## src/rtl/scil_pkg.sv

```systemverilog
// shared constants, codes and types of the sorted cost insert list
// depends on nothing; imported by every other file of the block
`default_nettype none

package scil_pkg;

    localparam int CAPACITY  = 64;
    localparam int TAG_BITS  = 16;
    localparam int COST_BITS = 32;
    localparam int IDX_W     = $clog2(CAPACITY);
    localparam int POS_W     = $clog2(CAPACITY + 1);
    localparam int CFG_W     = 7;
    localparam int OP_W      = 2;
    localparam int RANK_W    = 6;

    typedef enum logic [OP_W-1:0] {
        OP_CLEAR  = 2'd0,
        OP_INSERT = 2'd1,
        OP_READ   = 2'd2
    } op_t;

    typedef enum logic [5:0] {
        ST_IDLE     = 6'b000001,
        ST_DISPATCH = 6'b000010,
        ST_WALK     = 6'b000100,
        ST_PLACE    = 6'b001000,
        ST_READ     = 6'b010000,
        ST_DONE     = 6'b100000
    } state_t;

    typedef struct packed {
        logic [COST_BITS-1:0] cost;
        logic [TAG_BITS-1:0]  tag;
    } entry_t;

    typedef struct packed {
        logic load;
        logic clear;
        logic walk_start;
        logic place_first;
        logic step;
        logic place;
        logic read_issue;
        logic read_take;
        logic emit;
    } cmd_t;

    typedef struct packed {
        logic [OP_W-1:0] op;
        logic            count_zero;
        logic            ge;
        logic            idx_zero;
        logic            out_free;
    } status_t;

endpackage

`default_nettype wire

```

## src/rtl/scil_dpath.sv

```systemverilog
// datapath of the sorted cost insert list: entry memory, walk index, count,
// capacity register, result and output registers; depends on scil_pkg
`default_nettype none

module scil_dpath import scil_pkg::*;
(
    input  wire logic                 clk,
    input  wire logic                 rst_n,
    input  wire cmd_t                 cmd,
    output status_t                   st,
    input  wire logic                 cfg_we,
    input  wire logic [CFG_W-1:0]     cfg_wdata,
    input  wire logic [OP_W-1:0]      in_op,
    input  wire logic [COST_BITS-1:0] in_cost,
    input  wire logic [TAG_BITS-1:0]  in_tag,
    input  wire logic [RANK_W-1:0]    in_rank,
    output logic                      out_valid,
    input  wire logic                 out_ready,
    output logic [COST_BITS-1:0]      out_cost,
    output logic [TAG_BITS-1:0]       out_tag,
    output logic [POS_W-1:0]          out_pos,
    output logic [POS_W-1:0]          out_count,
    output logic                      out_drop,
    output logic                      out_rank_valid
);

    entry_t mem [CAPACITY];

    logic [CFG_W-1:0]     cfg_reg;
    logic [POS_W-1:0]     count_reg;
    logic                 out_valid_reg;
    logic [OP_W-1:0]      op_reg;
    logic [COST_BITS-1:0] cost_reg;
    logic [TAG_BITS-1:0]  tag_reg;
    logic [RANK_W-1:0]    rank_reg;
    logic [IDX_W-1:0]     idx_reg;
    logic [POS_W-1:0]     pos_reg;
    entry_t               rd_reg;
    logic [COST_BITS-1:0] res_cost_reg;
    logic [TAG_BITS-1:0]  res_tag_reg;
    logic [POS_W-1:0]     res_pos_reg;
    logic                 res_drop_reg;
    logic                 res_valid_reg;
    logic [COST_BITS-1:0] out_cost_reg;
    logic [TAG_BITS-1:0]  out_tag_reg;
    logic [POS_W-1:0]     out_pos_reg;
    logic [POS_W-1:0]     out_count_reg;
    logic                 out_drop_reg;
    logic                 out_rank_valid_reg;

    logic [POS_W-1:0]     cap_live;
    logic                 full;
    logic                 ge;
    logic                 idx_zero;
    logic                 at_top;
    logic                 rank_ok;
    logic [POS_W-1:0]     idx_up;
    logic                 mem_we;
    logic [IDX_W-1:0]     waddr;
    entry_t               wdata;
    logic                 rd_en;
    logic [IDX_W-1:0]     raddr;

    // capacity register clamped to 1..CAPACITY
    always_comb
    begin
        priority if (cfg_reg == '0)
        begin
            cap_live = POS_W'(1);
        end
        else if (POS_W'(cfg_reg) > POS_W'(CAPACITY))
        begin
            cap_live = POS_W'(CAPACITY);
        end
        else
        begin
            cap_live = POS_W'(cfg_reg);
        end
    end

    assign full     = (count_reg == cap_live);
    assign ge       = (rd_reg.cost >= cost_reg);
    assign idx_zero = (idx_reg == '0);
    assign idx_up   = POS_W'(idx_reg) + POS_W'(1);
    assign at_top   = (idx_up == cap_live);
    assign rank_ok  = (POS_W'(rank_reg) < count_reg);

    assign st.op         = op_reg;
    assign st.count_zero = (count_reg == '0);
    assign st.ge         = ge;
    assign st.idx_zero   = idx_zero;
    assign st.out_free   = !out_valid_reg || out_ready;

    // memory port control
    always_comb
    begin
        mem_we = 1'b0;
        waddr  = idx_up[IDX_W-1:0];
        wdata  = rd_reg;
        rd_en  = 1'b0;
        raddr  = idx_reg - IDX_W'(1);
        if (cmd.walk_start)
        begin
            rd_en = 1'b1;
            raddr = IDX_W'(count_reg - POS_W'(1));
        end
        if (cmd.step && ge)
        begin
            mem_we = !at_top;
            rd_en  = !idx_zero;
        end
        if (cmd.place)
        begin
            mem_we = (pos_reg != cap_live);
            waddr  = pos_reg[IDX_W-1:0];
            wdata  = '{cost: cost_reg, tag: tag_reg};
        end
        if (cmd.read_issue)
        begin
            rd_en = 1'b1;
            raddr = IDX_W'(rank_reg);
        end
    end

    always_ff @(posedge clk)
    begin
        if (mem_we)
        begin
            mem[waddr] <= wdata;
        end
        if (rd_en)
        begin
            rd_reg <= mem[raddr];
        end
    end

    always_ff @(posedge clk or negedge rst_n)
    begin
        if (!rst_n)
        begin
            cfg_reg       <= CFG_W'(CAPACITY);
            count_reg     <= '0;
            out_valid_reg <= 1'b0;
        end
        else
        begin
            if (cfg_we)
            begin
                cfg_reg <= cfg_wdata;
            end
            if (cmd.load && (count_reg > cap_live))
            begin
                count_reg <= cap_live;
            end
            if (cmd.clear)
            begin
                count_reg <= '0;
            end
            if (cmd.place && !full)
            begin
                count_reg <= count_reg + POS_W'(1);
            end
            if (cmd.emit)
            begin
                out_valid_reg <= 1'b1;
            end
            else if (out_ready)
            begin
                out_valid_reg <= 1'b0;
            end
        end
    end

    always_ff @(posedge clk)
    begin
        if (cmd.load)
        begin
            op_reg        <= in_op;
            cost_reg      <= in_cost;
            tag_reg       <= in_tag;
            rank_reg      <= in_rank;
            res_cost_reg  <= '0;
            res_tag_reg   <= '0;
            res_pos_reg   <= '0;
            res_drop_reg  <= 1'b0;
            res_valid_reg <= 1'b0;
        end
        if (cmd.walk_start)
        begin
            idx_reg <= IDX_W'(count_reg - POS_W'(1));
        end
        if (cmd.place_first)
        begin
            pos_reg <= '0;
        end
        if (cmd.step)
        begin
            if (ge)
            begin
                // top entry of a full list falls off
                if (at_top)
                begin
                    res_cost_reg <= rd_reg.cost;
                    res_tag_reg  <= rd_reg.tag;
                end
                if (idx_zero)
                begin
                    pos_reg <= '0;
                end
                else
                begin
                    idx_reg <= idx_reg - IDX_W'(1);
                end
            end
            else
            begin
                pos_reg <= idx_up;
            end
        end
        if (cmd.place)
        begin
            if (pos_reg == cap_live)
            begin
                res_cost_reg <= cost_reg;
                res_tag_reg  <= tag_reg;
                res_pos_reg  <= POS_W'(CAPACITY);
                res_drop_reg <= 1'b1;
            end
            else
            begin
                res_pos_reg  <= pos_reg;
                res_drop_reg <= full;
            end
        end
        if (cmd.read_take && rank_ok)
        begin
            res_valid_reg <= 1'b1;
            res_cost_reg  <= rd_reg.cost;
            res_tag_reg   <= rd_reg.tag;
        end
        if (cmd.emit)
        begin
            out_cost_reg       <= res_cost_reg;
            out_tag_reg        <= res_tag_reg;
            out_pos_reg        <= res_pos_reg;
            out_count_reg      <= count_reg;
            out_drop_reg       <= res_drop_reg;
            out_rank_valid_reg <= res_valid_reg;
        end
    end

    assign out_valid      = out_valid_reg;
    assign out_cost       = out_cost_reg;
    assign out_tag        = out_tag_reg;
    assign out_pos        = out_pos_reg;
    assign out_count      = out_count_reg;
    assign out_drop       = out_drop_reg;
    assign out_rank_valid = out_rank_valid_reg;

    a_count_bound: assert property (@(posedge clk) disable iff (!rst_n)
        count_reg <= POS_W'(CAPACITY))
        else $error("entry count above capacity");

    a_write_in_range: assert property (@(posedge clk) disable iff (!rst_n)
        mem_we |-> (POS_W'(waddr) < cap_live))
        else $error("memory write beyond live capacity");

    a_count_grows: assert property (@(posedge clk) disable iff (!rst_n)
        (cmd.place && !full) |=> (count_reg == $past(count_reg) + POS_W'(1)))
        else $error("insert into non-full list did not grow count");

    a_drop_not_read: assert property (@(posedge clk) disable iff (!rst_n)
        out_valid_reg |-> !(out_drop_reg && out_rank_valid_reg))
        else $error("drop and rank valid in one result");

    a_pos_drop: assert property (@(posedge clk) disable iff (!rst_n)
        (out_valid_reg && (out_pos_reg == POS_W'(CAPACITY))) |-> out_drop_reg)
        else $error("new entry dropped without drop flag");

endmodule

`default_nettype wire

```

## config.mk

```make
export PLATFORM = sky130hd
export DESIGN_NAME = scil_dpath
export DESIGN_NICKNAME = d
export VERILOG_FILES = /design/src/rtl/scil_pkg.sv /design/src/rtl/scil_dpath.sv
export SDC_FILE = /design/constraint.sdc
export NUM_CORES = 2
export LEC_CHECK = 0
export BUFFER_PORTS_ARGS = -buffer_cell sky130_fd_sc_hd__buf_2
export CORE_MARGIN = 2
export CORE_UTILIZATION = 45
export DETAILED_ROUTE_END_ITERATION = 10
export GPL_TIMING_DRIVEN = 0
export PLACE_DENSITY = 0.64
export SYNTH_ARGS = -nofsm -noshare
export SYNTH_HDL_FRONTEND = slang
export SYNTH_SLANG_ARGS = --single-unit
```

## constraint.sdc

```tcl
create_clock -name clk -period 7.15 [get_ports clk]
set_input_delay 0.3575 -clock clk [delete_from_list [all_inputs] [get_ports clk]]
set_output_delay 0.3575 -clock clk [all_outputs]
set_load 0.03 [all_outputs]
```

==> flow_summary.ini <==
[run_status]
status = complete, but fails checks
violations = capacitance limit, slew limit

[logic_synthesis]
syn_inst = 7688
synth-warning-count = 0
ys.flop_type = edfxtp_1
avgSynthCellArea_um2 = 16.9
yosysSeqAreaShare_pct = 76.3
synth_enable_flop_cells = 3248
syn_area_um2 = 130000
syn_nets = 7812
ys_types = 83
synth-seq-cells = 3325
async_flop_share_pct = 0.451

[die]
dieArea_um2 = 293000
core_area_um2 = 288000
die_h_um = 541
num_rows = 197
initial_core_util_pct = 45.1
ios = 147
dieWidth_um = 541

[clock_tree]
cts_root_buffer = clkbuf_16
ctsHoldBuffers = 85
cts_tree = yes
numClockSinks = 3325
cts_buffers = 336
cts_resized = 0
cts_setup_buffers = 0
ctsLongestPathBuffers = 4
htree_levels = 5
clkTransAtPathRegs_ns = 0.06
clk_latency_ns = 0.91

[timing]
fin_hold_ws_ns = 0.0671
setup_slack_ns = 0.349
slew_violations = 76
max_slew.worst_pin.slew_ns = 1.54
fin_setup_tns_ns = 0
period_share_pct = 95.1
period_minus_slack_ns = 6.80
finalHoldViolCount = 0
fin_skew_ns = 0.0665
finalSetupViolations = 0
max_freq_mhz = 147
rsz0062_at_grt = false
relSlewSlack_pct = -2.45

[routing]
num_vias = 76600
first_pass_iters = 8
viasPerCell = 6.16
ant_nets = 0
wire_per_inst_um = 32.3
routed_wl_um = 402000
drc_errors = 0
drtIter0Drc = 12500

[setup_path]
crit_type = flip-flop to flip-flop
cp.required_ns = 7.70
crit_path_max_incr_delay_ns = 1.05
crit_chain = buf_2 > inv_1 > ha_1 > clkbuf_1 > mux2i_1 > mux2i_1 > buf_2 > buf_2 > clkbuf_1 > nand2_1 > nand3_1 > nand3_1 > nand3_1 > nand3_1 > a2111oi_2
cp-start-kind = flip-flop
endpoint_kind = flip-flop
crit_arrival_ns = 7.35
crit_slowest_cell = a2111oi_2
worstPathMaxFanout = 10
crit_path_frequent_cell = nand3_1

[power_and_ir_drop]
cellPowerDensity_nw_per_um2 = 401
max-vdd-ir-drop_uv = 251
power_mw = 60.2
leakage_nw = 49.9

[final_layout]
fin_cells = 12400
fin_util_pct = 52.3
largest_reg_flops = 3072
nNetsFinal = 8520
drive_gt1_share_pct = 17.8
final_area_um2 = 150000
syn_to_final_growth_pct = 15.8

[place]
place_inst = 11800
numPortBuffers = 145
gp_congestion = 0.975
dp_worst_setup_slack_ns = 0.509
dpl.hpwl_um = 276000
dpl_cell_area_um2 = 139000

[global_routing]
grt_pass1_vias = 72600
grt-ovfl-total = 0
grt_pass1_wl_um = 554000
grt_max_degree = 66
track_usage_pct = 27.0
antenna_found_initial = 29

[run]
max-cap-violations = 2

[hold_path]
worst_hold_path_type = input port to flip-flop
## worst max-delay path: cells and delay by family (launching register included)
kind                       cells  cell delay (ns)
buffers and inverters          6             2.82
DFF                            1             0.36
adders and majority gates      1             0.31
and+or+nand+nor                5             0.83
muxes                          2             1.06
AOI/OAI and AO/OA              1             1.05
## layout make-up
class / instances / area [um2]
clock buffers: 406 / 8820
diodes: 10 / 25.0
well taps: 3781 / 4730
inverters: 59 / 221
clock inverters: 187 / 1620
plain buffers: 473 / 2170
fillers: 22600 / 137000
repair buffers: 370 / 4630
flip-flops and latches: 3325 / 99200
multi-input cells: 3831 / 29000
## cell families after synthesis
kind of cell	Yosys count	share of synthesized area [%]
flip-flops	3325	76.3
adder cells (fa/ha/maj)	48	0.462
AND/OR/NAND/NOR	2532	8.57
buffers and inverters	532	1.84
XOR/XNOR	15	0.122
multiplexers	551	8.42
AO/OA/AOI/OAI	685	4.24
## power breakdown
group	internal, mW	leakage [nW]	switching [mW]	total, mW
combinational	5.23	14.7	13.3	18.5
clock	9.60	5.13	7.40	17.0
sequential	24.2	30.0	0.525	24.7
## worst paths after layout
path	start	endpoint	slack, ns	cells after the start
max	idx_reg[0]	rd_reg[36]	0.35	15
min	cmd[0]	out_tag[14]	0.07	1
max reg2reg	idx_reg[0]	rd_reg[36]	0.35	15
min reg2reg	res_pos_reg[5]	out_pos[5]	0.42	0
max in group asynchronous	rst_n	count_reg[1]	5.49	4
min in group asynchronous	rst_n	cfg_reg[6]	0.54	3
## cells in the mapped netlist, types with 8 or more instances
library cell / instances / area, um2
a211oi_1: 42 / 315
buf_2: 150 / 751
a21o_1: 56 / 420
nor2_1: 152 / 571
buf_1: 49 / 184
a32oi_1: 39 / 342
ha_1: 48 / 601
buf_4: 28 / 210
edfxtp_1: 3248 / 97500
clkbuf_1: 235 / 882
o21ai_0: 75 / 375
mux2_2: 56 / 631
a311oi_1: 89 / 780
and2_1: 41 / 257
nor3_1: 11 / 55.1
a21oi_1: 27 / 135
a221o_1: 51 / 510
nand4_1: 9 / 56.3
o22ai_1: 103 / 644
a2111oi_2: 39 / 586
mux4_2: 428 / 9640
dfrtp_1: 14 / 350
dfxtp_1: 62 / 1240
nand3_1: 819 / 4100
nand2b_1: 12 / 75.1
o22a_1: 39 / 342
nand2_1: 1340 / 5030
o21a_1: 47 / 353
inv_1: 58 / 218
a22o_1: 8 / 70.1
and3_1: 109 / 682
mux2i_1: 67 / 671
o32a_1: 10 / 100
## layout by cell type (no fill, tap or decap), types with 99 or more instances in the layout
master / instances
buf_12: 99
clkbuf_1: 295
clkbuf_16: 341
and3_1: 109
edfxtp_1: 3248
mux4_2: 428
o22ai_1: 103
nand2_1: 1340
nand3_1: 819
buf_2: 293
## per-layer routing
layer | wire length, um | global-route usage [%] | share of wire [%] | up-vias
met4 | 22400 | 13.3 | 5.6 | 10
met5 | 67 | 0 | 0.017 | -
met3 | 55100 | 7.90 | 14 | 744
met2 | 171000 | 38.5 | 43 | 5011
li1 | - | - | - | 31600
met1 | 153000 | 37.8 | 38 | 39200
Note: power is estimated with default switching activity, not from simulation.
