File: config.mk
export PLATFORM = sky130hd
export DESIGN_NAME = scil_ctrl
export DESIGN_NICKNAME = d
export VERILOG_FILES = /design/src/rtl/scil_pkg.sv /design/src/rtl/scil_ctrl.sv
export SDC_FILE = /design/constraint.sdc
export NUM_CORES = 1
export LEC_CHECK = 0
export ABC_AREA = 0
export BUFFER_PORTS_ARGS = -buffer_cell sky130_fd_sc_hd__buf_2
export CORE_AREA = 8 8 45 47
export CTS_BUF_LIST = sky130_fd_sc_hd__clkbuf_8
export CTS_CLUSTER_DIAMETER = 200
export DETAILED_ROUTE_END_ITERATION = 10
export DIE_AREA = 0 0 53 55
export PLACE_DENSITY_LB_ADDON = 0.08
export SYNTH_ARGS = -nofsm -noshare
export SYNTH_HDL_FRONTEND = slang
export SYNTH_SLANG_ARGS = --single-unit
File: constraint.sdc
create_clock -name clk -period 1.4 [get_ports clk]
set_clock_uncertainty 0.05 [all_clocks]
set_input_delay 0.14 -clock clk [delete_from_list [all_inputs] [get_ports clk]]
set_output_delay 0.14 -clock clk [all_outputs]
set_load 0.05 [all_outputs]
File: src/rtl/scil_pkg.sv
// shared constants, codes and types of the sorted cost insert list
// depends on nothing; imported by every other file of the block
`default_nettype none

package scil_pkg;

    localparam int CAPACITY  = 64;
    localparam int TAG_BITS  = 16;
    localparam int COST_BITS = 32;
    localparam int IDX_W     = $clog2(CAPACITY);
    localparam int POS_W     = $clog2(CAPACITY + 1);
    localparam int CFG_W     = 7;
    localparam int OP_W      = 2;
    localparam int RANK_W    = 6;

    typedef enum logic [OP_W-1:0] {
        OP_CLEAR  = 2'd0,
        OP_INSERT = 2'd1,
        OP_READ   = 2'd2
    } op_t;

    typedef enum logic [5:0] {
        ST_IDLE     = 6'b000001,
        ST_DISPATCH = 6'b000010,
        ST_WALK     = 6'b000100,
        ST_PLACE    = 6'b001000,
        ST_READ     = 6'b010000,
        ST_DONE     = 6'b100000
    } state_t;

    typedef struct packed {
        logic [COST_BITS-1:0] cost;
        logic [TAG_BITS-1:0]  tag;
    } entry_t;

    typedef struct packed {
        logic load;
        logic clear;
        logic walk_start;
        logic place_first;
        logic step;
        logic place;
        logic read_issue;
        logic read_take;
        logic emit;
    } cmd_t;

    typedef struct packed {
        logic [OP_W-1:0] op;
        logic            count_zero;
        logic            ge;
        logic            idx_zero;
        logic            out_free;
    } status_t;

endpackage

`default_nettype wire

File: src/rtl/scil_ctrl.sv
// controller of the sorted cost insert list: sequences clear, insert walk and read
// depends on scil_pkg; drives scil_dpath through cmd_t and watches status_t
`default_nettype none

module scil_ctrl import scil_pkg::*;
(
    input  wire logic    clk,
    input  wire logic    rst_n,
    input  wire logic    in_valid,
    output logic         in_ready,
    input  wire status_t st,
    output cmd_t         cmd
);

    state_t state_reg;
    state_t state_next;

    always_comb
    begin
        cmd        = '0;
        state_next = state_reg;
        in_ready   = (state_reg == ST_IDLE);
        unique case (state_reg)
            ST_IDLE:
            begin
                if (in_valid)
                begin
                    cmd.load   = 1'b1;
                    state_next = ST_DISPATCH;
                end
            end
            ST_DISPATCH:
            begin
                unique case (st.op)
                    OP_CLEAR:
                    begin
                        cmd.clear  = 1'b1;
                        state_next = ST_DONE;
                    end
                    OP_INSERT:
                    begin
                        if (st.count_zero)
                        begin
                            cmd.place_first = 1'b1;
                        end
                        else
                        begin
                            cmd.walk_start = 1'b1;
                        end
                        state_next = st.count_zero ? ST_PLACE : ST_WALK;
                    end
                    OP_READ:
                    begin
                        cmd.read_issue = 1'b1;
                        state_next     = ST_READ;
                    end
                    default:
                    begin
                        state_next = ST_DONE;
                    end
                endcase
            end
            ST_WALK:
            begin
                cmd.step = 1'b1;
                if (!st.ge || st.idx_zero)
                begin
                    state_next = ST_PLACE;
                end
            end
            ST_PLACE:
            begin
                cmd.place  = 1'b1;
                state_next = ST_DONE;
            end
            ST_READ:
            begin
                cmd.read_take = 1'b1;
                state_next    = ST_DONE;
            end
            ST_DONE:
            begin
                if (st.out_free)
                begin
                    cmd.emit   = 1'b1;
                    state_next = ST_IDLE;
                end
            end
            default:
            begin
                state_next = ST_IDLE;
            end
        endcase
    end

    always_ff @(posedge clk or negedge rst_n)
    begin
        if (!rst_n)
        begin
            state_reg <= ST_IDLE;
        end
        else
        begin
            state_reg <= state_next;
        end
    end

endmodule

`default_nettype wire

==> metrics.md, run 1 <==
| Metric | Value |
|---|---|
| HPWL Detailed | `1.03 mm` |
| Cell Rows | `14` |
| Iter 0 DRT Violations | `3` |
| Sw frac | `around 39%` |
| Layout Utilization | `between 60% and 70%` |
| Min Tclk post-route | `between 1.5 and 2 ns` |
| DRC violations left | `0` |
| Setup WS pre-CTS | `-0.121 ns` |
| Final net count | `110` |
| P&R area growth vs syn | `99.2%` |
| Largest net degree at the start of global routing | `7` |
| Final Hold Viols | `0` |
| DR vias | `about 540` |
| Slew margin rel. | `approximately 84%` |
| Max FFs per register | `6` |
| Die Wd | `between 50 and 60 um` |
| Worst reg-to-reg setup slack | `-0.06 ns` |
| Failing checks | `negative setup slack` |
| Synth Instances | `56` |
| Setup WS post-layout | `-0.203 ns` |
| Vias in the first global route | `545` |
| Clk pwr share | `between 10% and 20%` |
| GP Congestion | `0.746` |
| Clock sinks | `6` |
| Count of cell types in the netlist | `28` |
| Drt pass-1 iters | `3` |
| Initial Utilization | `between 30% and 40%` |
| Pwr dens | `1490 nW/um^2` |
| Buffers on Ports | `18` |
| Area of the core | `1380 um^2` |
| DR top layer | `met3` |
| Cell Area, Placed | `703 um^2` |
| Layout cell share with drive strength beyond 1 | `64.6%` |
| Met2 Wirelength | `837 um` |
| Die ar. | `just under 3000 um^2` |
| GRT Total Usage | `10.2%` |
| Antenna Cells | `0` |
| Fmax | `0.624 GHz` |
| Switching power | `563 uW` |
| Syn_nets | `between 60 and 70` |
| Global-route wire length before repair | `about 2.2 mm` |
| RSZ-0062 raised after global routing | `true` |
| Worst VDD drop | `between 900 and 1000 uV` |
| Post-DR vias/cell | `4.80` |
| Met3 WL | `95 um` |
| Power, Total | `between 1 and 1.5 mW` |
| Period utilization | `114%` |
| Reg clk slew, reported paths | `approximately 0.04 ns` |
| YS warnings | `0` |
| DRT antenna net count | `0` |
| Boundary pin count | `19` |
| Worst min path class | `in2reg` |
| Internal power | `just under 900 uW` |
| GRT overflow | `0` |
| DRT met1 WL | `564 um` |
| Clk buf depth | `2` |
| Crit Path Max Fanout | `4` |
| H-Tree Depth | `1` |
| Synth Cell Area | `~480 um^2` |
| CTS tree | `yes` |
| Post-route cell area | `~960 um^2` |
| Final setup fails | `11` |
| Final Max Tran Viols | `0` |
| Outcome | `complete, but fails checks` |
| Clk_lat worst skew | `0.22 ns` |
| Sequential share of the synthesized area | `a little under a third` |
| Syn_area_per_cell | `~8.6 um^2` |
| TritonCTS buffer count | `3` |
| Critical Path RT | `~1.2 ns` |
| Sequential power share | `between 10% and 20%` |
| Startpoint Class | `flip-flop` |
| Arrival time worst endpoint | `between 1 and 1.5 ns` |
| Logic pwr share | `between 60% and 70%` |
| Routed len/inst | `between 10 and 15 um` |
| Die height | `between 50 and 60 um` |
| Filler cells | `approximately 110` |
| Crit. End Element | `primary output` |
| Initial antenna violation count | `0` |
| DRT Wirelength | `approximately 1.5 mm` |
| CTS Root Cell | `clkbuf_8` |
| Synth Register Bits | `6` |
| Worst slew pin tran | `0.242 ns` |
| P_leak | `0.477 nW` |
| MaxCap Viol Count | `0` |
| Critical setup path kind | `reg2out` |
==> final timing paths <==
path,start,end,cells after the start
max,state_reg[3],cmd[8],5
min,in_valid,state_reg[1],2
max reg2reg,state_reg[3],state_reg[0],7
min reg2reg,state_reg[5],state_reg[0],3
max in group asynchronous,rst_n,state_reg[0],2
min in group asynchronous,rst_n,state_reg[5],2
==> worst max-delay path, cell delays in order, from the launching register on <==
cell and delay, ns:
dfrtp_1 0.39, nor2_2 0.12, buf_4 0.14, and4b_2 0.24, and2_2 0.15, buf_6 0.15
==> synthesized netlist by cell type (all sizes together) <==
cell	count	area share, %
buf	1	1.6
or3	1	1.3
nor3	1	1.0
a221oi	1	1.8
or2b	1	1.6
nand3	1	1.0
a21oi	2	2.1
and2	5	6.5
o31ai	1	2.6
o2bb2ai	1	1.8
o21ai	3	3.1
ha	4	10
dfrtp	5	26
o211ai	1	1.6
nor2b	3	3.9
nand4	1	1.3
xor2	1	1.8
dfstp	1	5.5
nand2	2	2.1
inv	5	3.9
a41oi	1	1.8
and3	3	4.2
or3b	1	1.8
and4b	2	4.2
nor2	8	7.3
==> cell type report <==
| cell class | count | area, um^2 | share of cell area, % |
|---|---|---|---|
| clock inverters | 1 | 3.75 | 0.391 |
| well taps | 16 | 20.0 | 2.09 |
| inverters | 5 | 18.8 | 1.96 |
| repair buffers | 37 | 332 | 34.6 |
| clock buffers | 3 | 41.3 | 4.30 |
| flip-flops and latches | 6 | 151 | 15.8 |
| multi-input cells | 44 | 393 | 40.9 |
==> power by group through the flow <==
stage               sequential [mW]  combinational (mW)  clock, mW
global route                  0.266               0.974      0.279
detailed placement            0.257               0.616          0
floorplan                     0.268               0.408          0
global placement              0.260               0.618          0
CTS                           0.258               0.883      0.263
finish                        0.260               0.916      0.257
==> cell families (layout without fill, tap and decap cells) <==
group / count (synthesis) / after routing / synth area share (%)
XOR/XNOR: 1 / 1 / 1.82
buffers and inverters: 6 / 46 / 5.46
flip-flops: 6 / 6 / 31.4
AO/OA/AOI/OAI: 10 / 10 / 14.8
AND/OR/NAND/NOR: 29 / 29 / 36.1
adder cells (fa/ha/maj): 4 / 4 / 10.4
==> per-layer routing <==
| metal | global-route usage (%) | up-vias |
|---|---|---|
| li1 | - | 276 |
| met1 | 9.72 | 252 |
| met4 | 5.17 | 0 |
| met3 | 4.01 | 0 |
| met2 | 18.8 | 10 |
| met5 | 0 | - |
==> cell usage in the layout, fill, tap and decap left out, types with 3 or more instances in the layout <==
master    instances
buf_2             8
buf_4            15
buf_6             7
buf_8             6
clkbuf_8          3
dfrtp_1           5
ha_1              4
inv_1             6
nor2_2            4
==> repair_timing <==
action,in CTS,in global routing
endpoints found under the hold margin,6,0
pin swaps,13,3
resized for setup,36,9
hold buffers,1,0
setup buffers,4,2
setup endpoints to repair,14,14
==> metrics by stage <==
stage / hold slack (ns) / TNS, ns / instances
after floorplan: -0.206 / -0.169 / 56
after global placement: -0.0867 / -0.578 / 101
after detailed placement: -0.0857 / -0.611 / 101
after CTS: 0.136 / -1.34 / 110
after global routing: 0.143 / -2.35 / 112
final: 0.137 / -1.53 / 112
(Power assumes the default switching activity.)
==> run 2, diff against run 1 <==
Settings changed: CORE_AREA 8 8 45 47 to 2 2 39 41, DIE_AREA 0 0 53 55 to 0 0 41 43.
==> run 2 against run 1 <==
The run still ends with negative setup slack left; highest routed layer is now met4; non-clock buffer count grew 3; largest cell class unchanged; die area fell by 40%; setup slack better by 0.0096 ns; routed wire length down 3.6%.
==> metrics.md, run 2 (same netlist as run 1, synthesis figures left out) <==
| Metric | Value |
|---|---|
| Iter 0 DRT Violations | `2 (-1)` |
| Arrival time worst endpoint | `1.40 ns (about the same)` |
| Crit Path Max Fanout | `5 (+1)` |
| Worst slew pin tran | `0.292 ns (+0.0505 ns)` |
| Antenna Cells | `0 (unchanged)` |
| Area of the core | `1380 um^2 (unchanged)` |
| Crit. path cell count | `4 (-1)` |
| GRT Total Usage | `20.1% (+9.8 points)` |
| DRT antenna net count | `0 (unchanged)` |
| Worst path max stage delay | `0.38 ns (about the same)` |
| Pwr dens | `1520 nW/um^2 (+1.6%)` |
| Startpoint Class | `flip-flop` |
| Setup WS pre-CTS | `-0.125 ns (-0.00428 ns)` |
| Outcome | `complete, but fails checks` |
| DRT Wirelength | `1.44 mm (-3.6%)` |
| Min Tclk post-route | `1.59 ns (-0.00962 ns)` |
| Fmax | `0.628 GHz (+0.60%)` |
| Critical Path RT | `1.21 ns (about the same)` |
| CP max-delay cell | `dfrtp_1` |
| Post-DR vias/cell | `4.86 (+1.2%)` |
| P&R area growth vs syn | `111%` |
| Clk_lat worst skew | `0.23 ns (about the same)` |
| Final setup fails | `13 (+2)` |
| Clk pwr share | `17.2% (-0.7 points)` |
| Routed len/inst | `12.5 um (-6.1%)` |
| Slew margin rel. | `80.3% (-3.4 points)` |
| Layout cell share with drive strength beyond 1 | `67.7% (+3.1 points)` |
| Switching power | `607 uW (+7.8%)` |
| Critical setup path kind | `reg2out` |
| P_leak | `0.498 nW (+4.5%)` |
| Final Max Tran Viols | `0 (unchanged)` |
| Internal power | `935 uW (+7.4%)` |
| Die ar. | `1760 um^2 (-40%)` |
| Buffers on Ports | `18 (unchanged)` |
| Most frequent cells in the layout | `14 x buf_4, 9 x buf_6, 8 x buf_2, 8 x buf_8, 6 x inv_1` |
| MaxCap Viol Count | `0 (unchanged)` |
| Sequential power share | `16.8% (-1.4 points)` |
| Startpoint of the worst-slack reg-to-reg timing path | `state_reg[0]` |
| Failing checks | `negative setup slack` |
| Worst hold start | `in_valid` |
| Dpl cells | `101 (unchanged)` |
| Initial antenna violation count | `0 (unchanged)` |
| Cell Rows | `14 (unchanged)` |
| Period utilization | `114% (-0.69 points)` |
| Delay-heaviest family, CP | `simple AND/OR/NAND/NOR gates` |
| Clock sinks | `6 (unchanged)` |
| Reg clk slew, reported paths | `0.04 ns (about the same)` |
| CP endpoint | `cmd[5]` |
| CTS tree | `yes` |
| CTS Root Cell | `clkbuf_8` |
| Die Wd | `41 um (-23%)` |
| Die height | `43 um (-22%)` |
| Initial Utilization | `34.8% (unchanged)` |
| Max FFs per register | `6 (unchanged)` |
| DRC violations left | `0 (unchanged)` |
| Reg2reg path depth | `6 (-1)` |
| GRT overflow | `0 (unchanged)` |
| DR vias | `559 (+3.9%)` |
| Setup WS post-layout | `-0.193 ns (+0.00962 ns)` |
| TritonCTS buffer count | `3 (unchanged)` |
| GP Congestion | `0.676 (-9.4%)` |
| CP Buf/Inv Count | `1 (-1)` |
| Commonest non-fill, non-tap cell in the layout | `buf_4` |
| Boundary pin count | `19 (unchanged)` |
| Non-filler cells, final | `115 (+2.7%)` |
| Logic pwr share | `66.0% (+2.1 points)` |
| Largest net degree at the start of global routing | `7 (unchanged)` |
| Global-route wire length before repair | `2.33 mm (+4.7%)` |
| H-Tree Depth | `1 (unchanged)` |
| Drt pass-1 iters | `3 (unchanged)` |
| HPWL Detailed | `907 um (-12%)` |
| Total negative slack | `-1.95 ns (-0.422 ns)` |
| RSZ-0062 raised after global routing | `true` |
| Crit path launch | `state_reg[5]` |
| Final Hold Viols | `0 (unchanged)` |
| Clk buf depth | `2 (unchanged)` |
| Vias in the first global route | `550 (+0.92%)` |
| Final net count | `113 (+2.7%)` |
| Worst reg-to-reg setup slack | `-0.14 ns (-0.08 ns)` |
| Worst VDD drop | `1150 uV (+22%)` |
| R2r endpoint | `state_reg[3]` |
| Critical-path cell list | `nor2_2, and4b_2, and3_4, buf_8` |
| Sw frac | `39.4% (+0.082 points)` |
| Worst min path class | `in2reg` |
| Crit. End Element | `primary output` |
## run 2: cell types whose count changed in the layout (fill, tap and decap cells not counted), sizes merged
cell and change:
buf +3
## run 2: how the worst min path moves through the flow
stage,end,slack (ns),cells after the start
4_1_cts,state_reg[1],0.12,2
2_1_floorplan,state_reg[1],-0.21,0
6_report,state_reg[1],0.12,2
3_5_place_dp,state_reg[5],-0.09,1
3_3_place_gp,state_reg[1],-0.09,1
5_1_grt,state_reg[1],0.13,2
## run 2: worst register-to-register path, stage by stage (launching register included)
cell and delay [ns]:
dfstp_2 0.55, and4b_2 0.29, buf_4 0.15, buf_6 0.11, buf_6 0.11, a41oi_2 0.11
nor2_1 0.06
## run 2: per-stage QoR
step	total power, mW	utilization [%]	hold WS (ns)	cell area [um^2]
6_report	1.54	73.4	0.121	1020
5_1_grt	1.64	73.4	0.135	1020
3_3_place_gp	0.874	50.8	-0.0864	703
2_1_floorplan	0.675	-	-0.206	514
4_1_cts	1.44	69.3	0.123	958
3_5_place_dp	0.873	50.8	-0.0853	703
## run 2: timing repair
item,4_1_cts,5_1_grt
hold endpoints to repair,6,0
hold buffers,1,0
pin swaps,14,12
setup buffers,7,3
gates resized for setup,42,12
setup endpoints to repair,14,16
## run 2: routing by layer
| layer | wire [um] | vias up | GRT usage (%) |
|---|---|---|---|
| met5 | 0 | - | 0 |
| met4 | 10 | 0 | 8.00 |
| li1 | - | 282 | - |
| met3 | 50 | 2 | 5.24 |
| met2 | 843 | 12 | 36.3 |
| met1 | 537 | 263 | 19.9 |
## run 2: layout make-up
| cell class | instances | area (um^2) |
|---|---|---|
| Clock inverter | 1 | 3.75 |
| Tap cell | 16 | 20.0 |
| Sequential cell | 6 | 151 |
| Fill cell | 112 | 368 |
| Multi-Input combinational cell | 44 | 404 |
| Inverter | 5 | 18.8 |
| Clock buffer | 3 | 41.3 |
| Timing Repair Buffer | 40 | 377 |
## run 2: power by group through the flow
stage / logic, mW / clock network (mW) / registers (mW)
finish: 1.02 / 0.265 / 0.259
global route: 1.09 / 0.285 / 0.263
CTS: 0.907 / 0.270 / 0.259
detailed placement: 0.614 / 0 / 0.259
global placement: 0.614 / 0 / 0.259
floorplan: 0.408 / 0 / 0.268
